`src/tis_pkg.sv`:
```
// Shared types and constants for the telnet IAC stripper.
// No dependencies; imported by telnet_iac_stripper_unit.
package tis_pkg;

    typedef logic [7:0]  byte_t;
    typedef logic [15:0] half_t;

    // Output beat layout: data byte, columns, rows from the lowest bit up
    localparam int unsigned TDATA_W = 40;
    typedef logic [TDATA_W-1:0] out_data_t;

    // Result kinds carried on tuser
    localparam logic KIND_DATA = 1'b0;
    localparam logic KIND_SIZE = 1'b1;

    // Characters and telnet codes
    localparam byte_t CH_CR   = 8'h0D;
    localparam byte_t CH_LF   = 8'h0A;
    localparam byte_t CH_NUL  = 8'h00;
    localparam byte_t TN_IAC  = 8'd255;
    localparam byte_t TN_NOP  = 8'd241;
    localparam byte_t TN_SB   = 8'd250;
    localparam byte_t TN_NAWS = 8'd31;

    // One result beat
    typedef struct packed {
        logic  kind;
        byte_t data_byte;
        half_t win_columns;
        half_t win_rows;
    } result_t;

endpackage

```
`src/telnet_iac_stripper_unit.sv`:
```
// Telnet receive filter: strips IAC sequences and captures NAWS window size.
// Depends on tis_pkg for codes, types and the output beat layout.

// Takes one received telnet byte per beat and gives zero or one result beat
// per byte. A byte sits in an input register, is decoded by a small phase
// machine and its result (if any) lands in an output register. One byte is
// taken every clock cycle while the output side keeps up. Bytes that
// produce no result (IAC commands, LF or NUL after CR, NAWS payload) are
// consumed silently. A terminal data beat carries kind 0 on tuser and the
// byte in tdata[7:0]; a window size beat carries kind 1 with columns in
// tdata[23:8] and rows in tdata[39:24]. Unused fields of a beat are zero.
module telnet_iac_stripper_unit
(
    input  logic              clk,
    input  logic              rst_n,
    input  logic              s_tvalid,
    output logic              s_tready,
    input  tis_pkg::byte_t    s_tdata,   // [7:0] in_byte
    output logic              m_tvalid,
    input  logic              m_tready,
    output tis_pkg::out_data_t m_tdata,  // [7:0] data_byte, [23:8] win_columns,
                                         // [39:24] win_rows
    output logic [0:0]        m_tuser    // [0] kind
);

    import tis_pkg::*;

    // Phase codes
    localparam logic [3:0] PH_NORMAL   = 4'd0;
    localparam logic [3:0] PH_AFTER_CR = 4'd1;
    localparam logic [3:0] PH_CMD      = 4'd2;
    localparam logic [3:0] PH_SB_OPT   = 4'd3;
    localparam logic [3:0] PH_SKIP     = 4'd4;
    localparam logic [3:0] PH_SIZE0    = 4'd5;
    localparam logic [3:0] PH_SIZE1    = 4'd6;
    localparam logic [3:0] PH_SIZE2    = 4'd7;
    localparam logic [3:0] PH_SIZE3    = 4'd8;
    localparam logic [3:0] PH_TRAIL0   = 4'd9;
    localparam logic [3:0] PH_TRAIL1   = 4'd10;

    logic        in_valid_reg;
    byte_t       in_byte_reg;
    logic [3:0]  phase_reg, phase_next;
    logic [31:0] size_hold_reg, size_hold_next;
    logic        out_valid_reg;
    result_t     out_reg, res;
    logic        res_valid;
    logic        out_free;
    logic        advance;

    // Handshake: output register frees when empty or taken this cycle
    assign out_free = !out_valid_reg || m_tready;
    assign advance  = in_valid_reg && out_free;
    assign s_tready = !in_valid_reg || advance;

    // Input register
    always_ff @(posedge clk or negedge rst_n)
    begin
        if (!rst_n)
        begin
            in_valid_reg <= 1'b0;
        end
        else if (s_tready)
        begin
            in_valid_reg <= s_tvalid;
        end
    end

    always_ff @(posedge clk)
    begin
        if (s_tvalid && s_tready)
        begin
            in_byte_reg <= s_tdata;
        end
    end

    // Byte grammar decode
    always_comb
    begin
        byte_t b;
        logic  plain;
        b              = in_byte_reg;
        plain          = 1'b0;
        phase_next     = phase_reg;
        size_hold_next = size_hold_reg;
        res_valid      = 1'b0;
        res            = '0;
        res.kind       = KIND_DATA;
        res.data_byte  = b;

        case (phase_reg)
            PH_AFTER_CR:
            begin
                if (b == CH_LF || b == CH_NUL)
                begin
                    phase_next = PH_NORMAL;
                end
                else
                begin
                    plain = 1'b1;
                end
            end
            PH_CMD:
            begin
                if (b == TN_NOP)
                begin
                    phase_next = PH_NORMAL;
                end
                else if (b == TN_IAC)
                begin
                    // escaped 255 passes through, does not arm the CR rule
                    phase_next = PH_NORMAL;
                    res_valid  = 1'b1;
                end
                else
                begin
                    phase_next = (b == TN_SB) ? PH_SB_OPT : PH_SKIP;
                end
            end
            PH_SB_OPT:
            begin
                phase_next = (b == TN_NAWS) ? PH_SIZE0 : PH_NORMAL;
            end
            PH_SKIP:
            begin
                phase_next = PH_NORMAL;
            end
            PH_SIZE0, PH_SIZE1, PH_SIZE2, PH_SIZE3:
            begin
                size_hold_next = {size_hold_reg[23:0], b};
                phase_next     = phase_reg + 4'd1;
            end
            PH_TRAIL0:
            begin
                phase_next = PH_TRAIL1;
            end
            PH_TRAIL1:
            begin
                phase_next      = PH_NORMAL;
                res_valid       = 1'b1;
                res.kind        = KIND_SIZE;
                res.data_byte   = '0;
                res.win_columns = size_hold_reg[31:16];
                res.win_rows    = size_hold_reg[15:0];
            end
            default:
            begin
                plain = 1'b1;
            end
        endcase

        // Normal data handling, shared by the CR phase
        if (plain)
        begin
            if (b == TN_IAC)
            begin
                phase_next = PH_CMD;
            end
            else
            begin
                phase_next = (b == CH_CR) ? PH_AFTER_CR : PH_NORMAL;
                res_valid  = 1'b1;
            end
        end
    end

    // Phase and size capture state
    always_ff @(posedge clk or negedge rst_n)
    begin
        if (!rst_n)
        begin
            phase_reg     <= PH_NORMAL;
            size_hold_reg <= '0;
        end
        else if (advance)
        begin
            phase_reg     <= phase_next;
            size_hold_reg <= size_hold_next;
        end
    end

    // Output register
    always_ff @(posedge clk or negedge rst_n)
    begin
        if (!rst_n)
        begin
            out_valid_reg <= 1'b0;
        end
        else if (out_free)
        begin
            out_valid_reg <= advance && res_valid;
        end
    end

    always_ff @(posedge clk)
    begin
        if (advance && res_valid)
        begin
            out_reg <= res;
        end
    end

    assign m_tvalid   = out_valid_reg;
    assign m_tdata    = {out_reg.win_rows, out_reg.win_columns, out_reg.data_byte};
    assign m_tuser[0] = out_reg.kind;

endmodule

```
`config.mk`:
```
export PLATFORM = sky130hd
export DESIGN_NAME = telnet_iac_stripper_unit
export DESIGN_NICKNAME = d
export VERILOG_FILES = /design/src/tis_pkg.sv /design/src/telnet_iac_stripper_unit.sv
export SDC_FILE = /design/constraint.sdc
export NUM_CORES = 1
export LEC_CHECK = 0
export BUFFER_PORTS_ARGS = -buffer_cell sky130_fd_sc_hd__buf_2
export CORE_ASPECT_RATIO = 0.7
export CORE_MARGIN = 5
export CORE_UTILIZATION = 50
export DETAILED_ROUTE_END_ITERATION = 8
export HOLD_SLACK_MARGIN = 0.15
export PLACE_DENSITY = 0.72
export SLEW_MARGIN = 20
export SYNTH_ARGS = -nofsm -noshare
export SYNTH_HDL_FRONTEND = slang
export SYNTH_SLANG_ARGS = --single-unit
```
`constraint.sdc`:
```
create_clock -name clk -period 4.9 [get_ports clk]
set_input_delay 0.98 -clock clk [delete_from_list [all_inputs] [get_ports clk]]
set_output_delay 0.98 -clock clk [all_outputs]
set_load 0.005 [all_outputs]
```
==> results of run 1 <==
kinds of logic (layout without fill, tap and decap cells):
logic type | after synthesis | in the layout | synth area share
compound gates | 23 | 23 | 0.0498
xor+xnor | 3 | 3 | 0.00726
buf+inv | 20 | 77 | 0.0239
mux | 32 | 32 | 0.0996
flops | 87 | 87 | 0.669
fa+ha+maj | 4 | 4 | 0.0138
simple gates | 82 | 82 | 0.136
placed cells by master (no fill, tap or decap), types with 2 or more instances in the layout:
cell type / Yosys / layout
and3_1: 32 / 32
nand2b_1: 5 / 5
a21oi_1: 3 / 3
dfrtp_1: 38 / 38
buf_2: 6 / 54
mux2_1: 5 / 5
clkbuf_8: 0 / 9
xnor2_1: 2 / 2
nor3_1: 2 / 2
a22o_1: 2 / 2
edfxtp_1: 49 / 49
inv_1: 3 / 3
mux2_2: 27 / 27
o21ai_0: 4 / 4
nand3_1: 3 / 3
o211ai_1: 2 / 2
o22ai_1: 2 / 2
buf_4: 1 / 3
nor2b_1: 13 / 12
clkinvlp_4: 0 / 2
or3_1: 2 / 2
nor2_1: 7 / 6
and2_1: 3 / 3
nand2_1: 6 / 6
nand4_1: 2 / 2
bufinv_16: 0 / 2
ha_1: 4 / 4
metrics by stage:
| stage | util | setup slack, ns | instance area [um^2] | total power, mW |
|---|---|---|---|---|
| final | 0.589 | 2.24 | 4220 | 1.65 |
| after detailed placement | 0.555 | 2.10 | 3970 | 1.12 |
| after floorplan | - | 1.39 | 3620 | 1.01 |
| after global placement | 0.555 | 2.15 | 3970 | 1.11 |
| after global routing | 0.589 | 2.06 | 4220 | 1.74 |
| after CTS | 0.585 | 2.10 | 4190 | 1.65 |
worst max path at each step:
stage / from / endpoint / slack (ns) / cells after the start
finish: phase_reg[1] / m_tdata[4] / 2.24 / 8
global route: phase_reg[1] / m_tdata[1] / 2.06 / 8
CTS: phase_reg[1] / m_tdata[11] / 2.10 / 7
detailed placement: phase_reg[1] / m_tdata[11] / 2.10 / 7
global placement: m_tready / m_tdata[4] / 2.15 / 4
floorplan: phase_reg[1] / m_tdata[0] / 1.39 / 7
worst reg2reg max path, cell delays in order (launching register included):
cell	delay, ns
dfrtp_1	0.43
inv_1	0.10
ha_1	0.26
nor3b_2	0.30
o32ai_4	0.16
a21oi_2	0.20
nor2_1	0.09
nor2_4	0.59
buf_16	0.24
metal layers:
metal  part of all wire  vias up
li1                   -     1028
met1               0.48      988
met2               0.44       63
met3              0.066        7
met4              0.011        0
met5                  0        -
cell type report:
cell class | instances | area, um^2 | area share
clock buffers | 10 | 128 | 0.0303
well taps | 98 | 123 | 0.0291
flip-flops and latches | 87 | 2420 | 0.574
repair buffers | 58 | 320 | 0.0760
clock inverters | 6 | 92.6 | 0.0220
multi-input cells | 144 | 1120 | 0.266
inverters | 3 | 11.3 | 0.00267
report_power, final:
part           switching (mW)  total, mW  leakage [nW]  internal (mW)
combinational           0.128      0.214         0.824         0.0866
clock                   0.251      0.541         0.103          0.290
sequential             0.0301      0.894          1.01          0.864
total                   0.409       1.65          1.93           1.24
==> flow_metrics.env, run 1 <==
export IMPL_yosysUniqueCellTypes=43
export IMPL_min_to="size_hold_reg[30]"
export IMPL_syn_avg_cell_area_um2=14.4
export IMPL_ys_flop_type="edfxtp_1"
export IMPL_skew_ns=0.00377
export IMPL_slowest_delay_ns=0.59
export IMPL_p_per_area_mw_per_mm2=391
export IMPL_slowest_stage="nor2_4"
export IMPL_crit_chain="inv_1, ha_1, nor3b_2, o32ai_4, a21oi_2, nor2_1, nor2_4, buf_16"
export IMPL_start_util=0.506
export IMPL_track_usage=0.149
export IMPL_avgViaCountPerCell=5.14
export IMPL_ys_ff_latch=87
export IMPL_first_pass_iters=4
export IMPL_tns_ns=0
export IMPL_holdPathStages=1
export IMPL_ir_worst_vdd_v=0.000183
export IMPL_slew_viol_final=0
export IMPL_rsz0062_at_grt="no"
export IMPL_synth_area_leaders="edfxtp_1, dfrtp_1, mux2_2, and3_1, nor2b_1"
export IMPL_finalNonFillerCells=406
export IMPL_place_congestion=0.896
export IMPL_tightest_slew_ns=0.819
export IMPL_cts_root_buf="clkbuf_8"
export IMPL_status="finished clean"
export IMPL_drt_wl_total_um=6240
export IMPL_routed_via_count=2086
export IMPL_synthTopCellsByCount="edfxtp_1, dfrtp_1, and3_1"
export IMPL_setup_violations_final=0
export IMPL_synth_seq_area_share=0.669
export IMPL_synth_largest_area_cell="edfxtp_1"
export IMPL_grt_busiest_layer="met2"
export IMPL_synth_edf_count=49
export IMPL_post_route_period_util=0.544
export IMPL_cts_max_level=3
export IMPL_fillers=598
export IMPL_dieArea_mm2=0.00907
export IMPL_yosysMostFrequentCell="edfxtp_1"
export IMPL_wire_per_inst_um=15.4
export IMPL_grt_max_degree=50
export IMPL_grt_met2_usage=0.224
export IMPL_gr_total_overflow=0
export IMPL_r2r_start="phase_reg[1]"
export IMPL_netlist_area_mm2=0.00362
export IMPL_rrSetupSlack_ns=2.24
export IMPL_dpl_hpwl_um=4130
export IMPL_fp_dieW_um=112
export IMPL_ctsResizeCount=0
export IMPL_syn_inst=251
export IMPL_period_needed_ns=2.66
export IMPL_coreArea_mm2=0.00716
export IMPL_drcViolationCount=0
export IMPL_fin_nets=319
export IMPL_drv_cap=0
export IMPL_yosysWarningCount=0
export IMPL_syn_to_final_growth_pct=16.5
export IMPL_cts_tree="built"
export IMPL_synth_top_area_share=0.407
export IMPL_grt_pass1_vias=1990
export IMPL_cts_made_buffers=9
export IMPL_cp_required_ns=4.97
export IMPL_grt_pass1_wl_um=10300
export IMPL_antenna_diode_count=0
export IMPL_crit_fanout=26
export IMPL_worstReg2RegEnd="m_tdata[4]"
export IMPL_relSlewSlack=0.454
export IMPL_rows=26
export IMPL_met1_usage=0.195
export IMPL_whs_ns=0.490
export IMPL_path_class="flop to flop"
export IMPL_min_from="size_hold_reg[30]"
export IMPL_hp_class="flop to flop"
export IMPL_drtIter0Drc=87
export IMPL_clock_sinks=87
export IMPL_leakage_nw=1.93
export IMPL_clock_latency_ns=0.35
export IMPL_die_h_um=81.2
export IMPL_clock_path_buffers=2
export IMPL_num_io_pins=55
export IMPL_async_flop_share=0.437
export IMPL_numPortBuffers=54
export IMPL_critPathBufInv=2
export IMPL_largest_reg_flops=40
export IMPL_clkSlewWorstSetupHoldPaths_ns=0.08
export IMPL_grt_use_met3=0.0640
export IMPL_dp_cells=389
export IMPL_post_cts_buffers=0
export IMPL_finalHoldViolCount=0
export IMPL_start_kind="flop"
export IMPL_cp_arrival_ns=2.74
export IMPL_crit_family="simple AND/OR/NAND/NOR gates"
export IMPL_end_kind="flop"
export IMPL_fmax_mhz=375
export IMPL_ctsHoldBuffers=0
export IMPL_syn_num_nets=267
export IMPL_ant_nets=0
export IMPL_grt_antenna_before_repair=0
export IMPL_reg2reg_depth=8
export IMPL_drive_above_1_share=0.344
Power figures use the tool's default switching activity.
==> run 2, diff against run 1 <==
clock period = 2.6 ns   (was 4.9 ns; I/O delays follow)
==> flow_metrics.env, run 2 (synthesis results as in run 1) <==
export IMPL_status="finished clean"
export IMPL_crit_chain="inv_1, ha_1, nor3b_2, o32ai_4, a21oi_2, nor2_1, nor2_4"
export IMPL_tightest_slew_ns=0.862
export IMPL_setup_violations_final=0
export IMPL_cts_tree="built"
export IMPL_drcViolationCount=0
export IMPL_whs_ns=0.271
export IMPL_start_util=0.506
export IMPL_drt_wl_total_um=6530
export IMPL_post_route_period_util=0.904
export IMPL_numPortBuffers=54
export IMPL_clock_path_buffers=2
export IMPL_finalHoldViolCount=0
export IMPL_largest_reg_flops=40
export IMPL_cp_required_ns=2.59
export IMPL_ctsResizeCount=1
export IMPL_end_kind="flop"
export IMPL_p_per_area_mw_per_mm2=726
export IMPL_finalNonFillerCells=419
export IMPL_drv_cap=0
export IMPL_clkSlewWorstSetupHoldPaths_ns=0.09
export IMPL_cts_root_buf="clkbuf_8"
export IMPL_slowest_stage="nor2_4"
export IMPL_avgViaCountPerCell=5.14
export IMPL_grt_pass1_vias=2165
export IMPL_path_class="flop to flop"
export IMPL_ant_nets=0
export IMPL_cts_max_level=3
export IMPL_grt_antenna_before_repair=0
export IMPL_place_congestion=0.848
export IMPL_gr_total_overflow=0
export IMPL_postPlaceCellArea_mm2=0.00408
export IMPL_start_kind="flop"
export IMPL_period_needed_ns=2.35
export IMPL_ir_worst_vdd_v=0.000452
export IMPL_grt_max_degree=39
export IMPL_cp_arrival_ns=2.34
export IMPL_fmax_mhz=426
export IMPL_wire_per_inst_um=15.6
export IMPL_clock_latency_ns=0.35
export IMPL_post_cts_buffers=0
export IMPL_clock_sinks=87
export IMPL_leakage_nw=2.00
export IMPL_hp_class="primary input to async pin"
export IMPL_dieArea_mm2=0.00907
export IMPL_rsz0062_at_grt="no"
export IMPL_routed_via_count=2154
export IMPL_relSlewSlack=0.426
export IMPL_crit_fanout=21
export IMPL_cts_made_buffers=9
export IMPL_layout_common_cells="buf_2, edfxtp_1, dfrtp_1"
export IMPL_final_area_mm2=0.00431
export IMPL_antenna_diode_count=0
export IMPL_fp_dieW_um=112
export IMPL_num_io_pins=55
export IMPL_drive_above_1_share=0.371
export IMPL_skew_ns=0.00900
export IMPL_final_common_cell="buf_2"
export IMPL_ctsHoldBuffers=0
export IMPL_slew_viol_final=0
export IMPL_drtIter0Drc=118
export IMPL_slowest_delay_ns=0.52
export IMPL_track_usage=0.157
export IMPL_die_h_um=81.2
export IMPL_dp_cells=402
export IMPL_dpl_hpwl_um=4500
export IMPL_fin_nets=332
export IMPL_first_pass_iters=4
export IMPL_syn_to_final_growth_pct=19.1
export IMPL_rows=26
export IMPL_final_core_util=0.602
export IMPL_grt_pass1_wl_um=11100
export IMPL_coreArea_mm2=0.00716
==> run 2: cell count changes in the layout (fill, tap and decap cells not counted), sizes merged <==
| cell | change |
|---|---|
| buf | +12 |
| clkbuf | -1 |
| clkinv | +2 |
| clkinvlp | -1 |
| nor2 | +1 |
==> run 2: worst paths after layout <==
path	cells after the start	to	slack, ns	start
worst max-delay path	7	m_tdata[19]	0.25	phase_reg[1]
worst min-delay path	1	size_hold_reg[2]	0.27	rst_n
worst max register to register	7	m_tdata[19]	0.25	phase_reg[1]
worst min register to register	1	size_hold_reg[28]	0.49	size_hold_reg[28]
max in group asynchronous	1	size_hold_reg[28]	1.78	rst_n
min in group clk	1	in_byte_reg[0]	0.33	s_tdata[0]
==> run 2: layer usage <==
metal | GRT usage | up-vias | wire, um
met1 | 0.217 | 1023 | 3190
li1 | - | 1058 | -
met5 | 0 | - | 0
met2 | 0.233 | 64 | 2770
met4 | 0.0462 | 0 | 83
met3 | 0.0611 | 9 | 477
==> run 2: area by class of cell <==
cell class,count,area [um^2]
multi-input cells,145,1130
clock buffers,9,124
flip-flops and latches,87,2420
well taps,98,123
repair buffers,70,403
clock inverters,7,96.3
inverters,3,11.3
fillers,585,2850
==> run 2: worst max-delay path, delay by kind of cell (launching register included) <==
family          cells  cell delay (ns)
buf+inv             1             0.07
compound gates      2             0.32
fa+ha+maj           1             0.24
flops               1             0.38
simple gates        3             0.96
==> run 2: stage by stage <==
stage                     setup WS, ns  power (mW)  setup TNS [ns]
after floorplan                  0.227        1.91               0
after global placement          0.0152        2.14               0
after detailed placement       -0.0605        2.14           -2.33
after CTS                        0.215        3.17               0
after global routing            0.0641        3.30               0
final                            0.250        3.13               0
==> run 2: where the power goes <==
| group | switching (mW) | total, mW | internal [mW] |
|---|---|---|---|
| sequential | 0.0511 | 1.68 | 1.63 |
| combinational | 0.262 | 0.429 | 0.166 |
| clock | 0.475 | 1.02 | 0.544 |
| total | 0.788 | 3.13 | 2.34 |
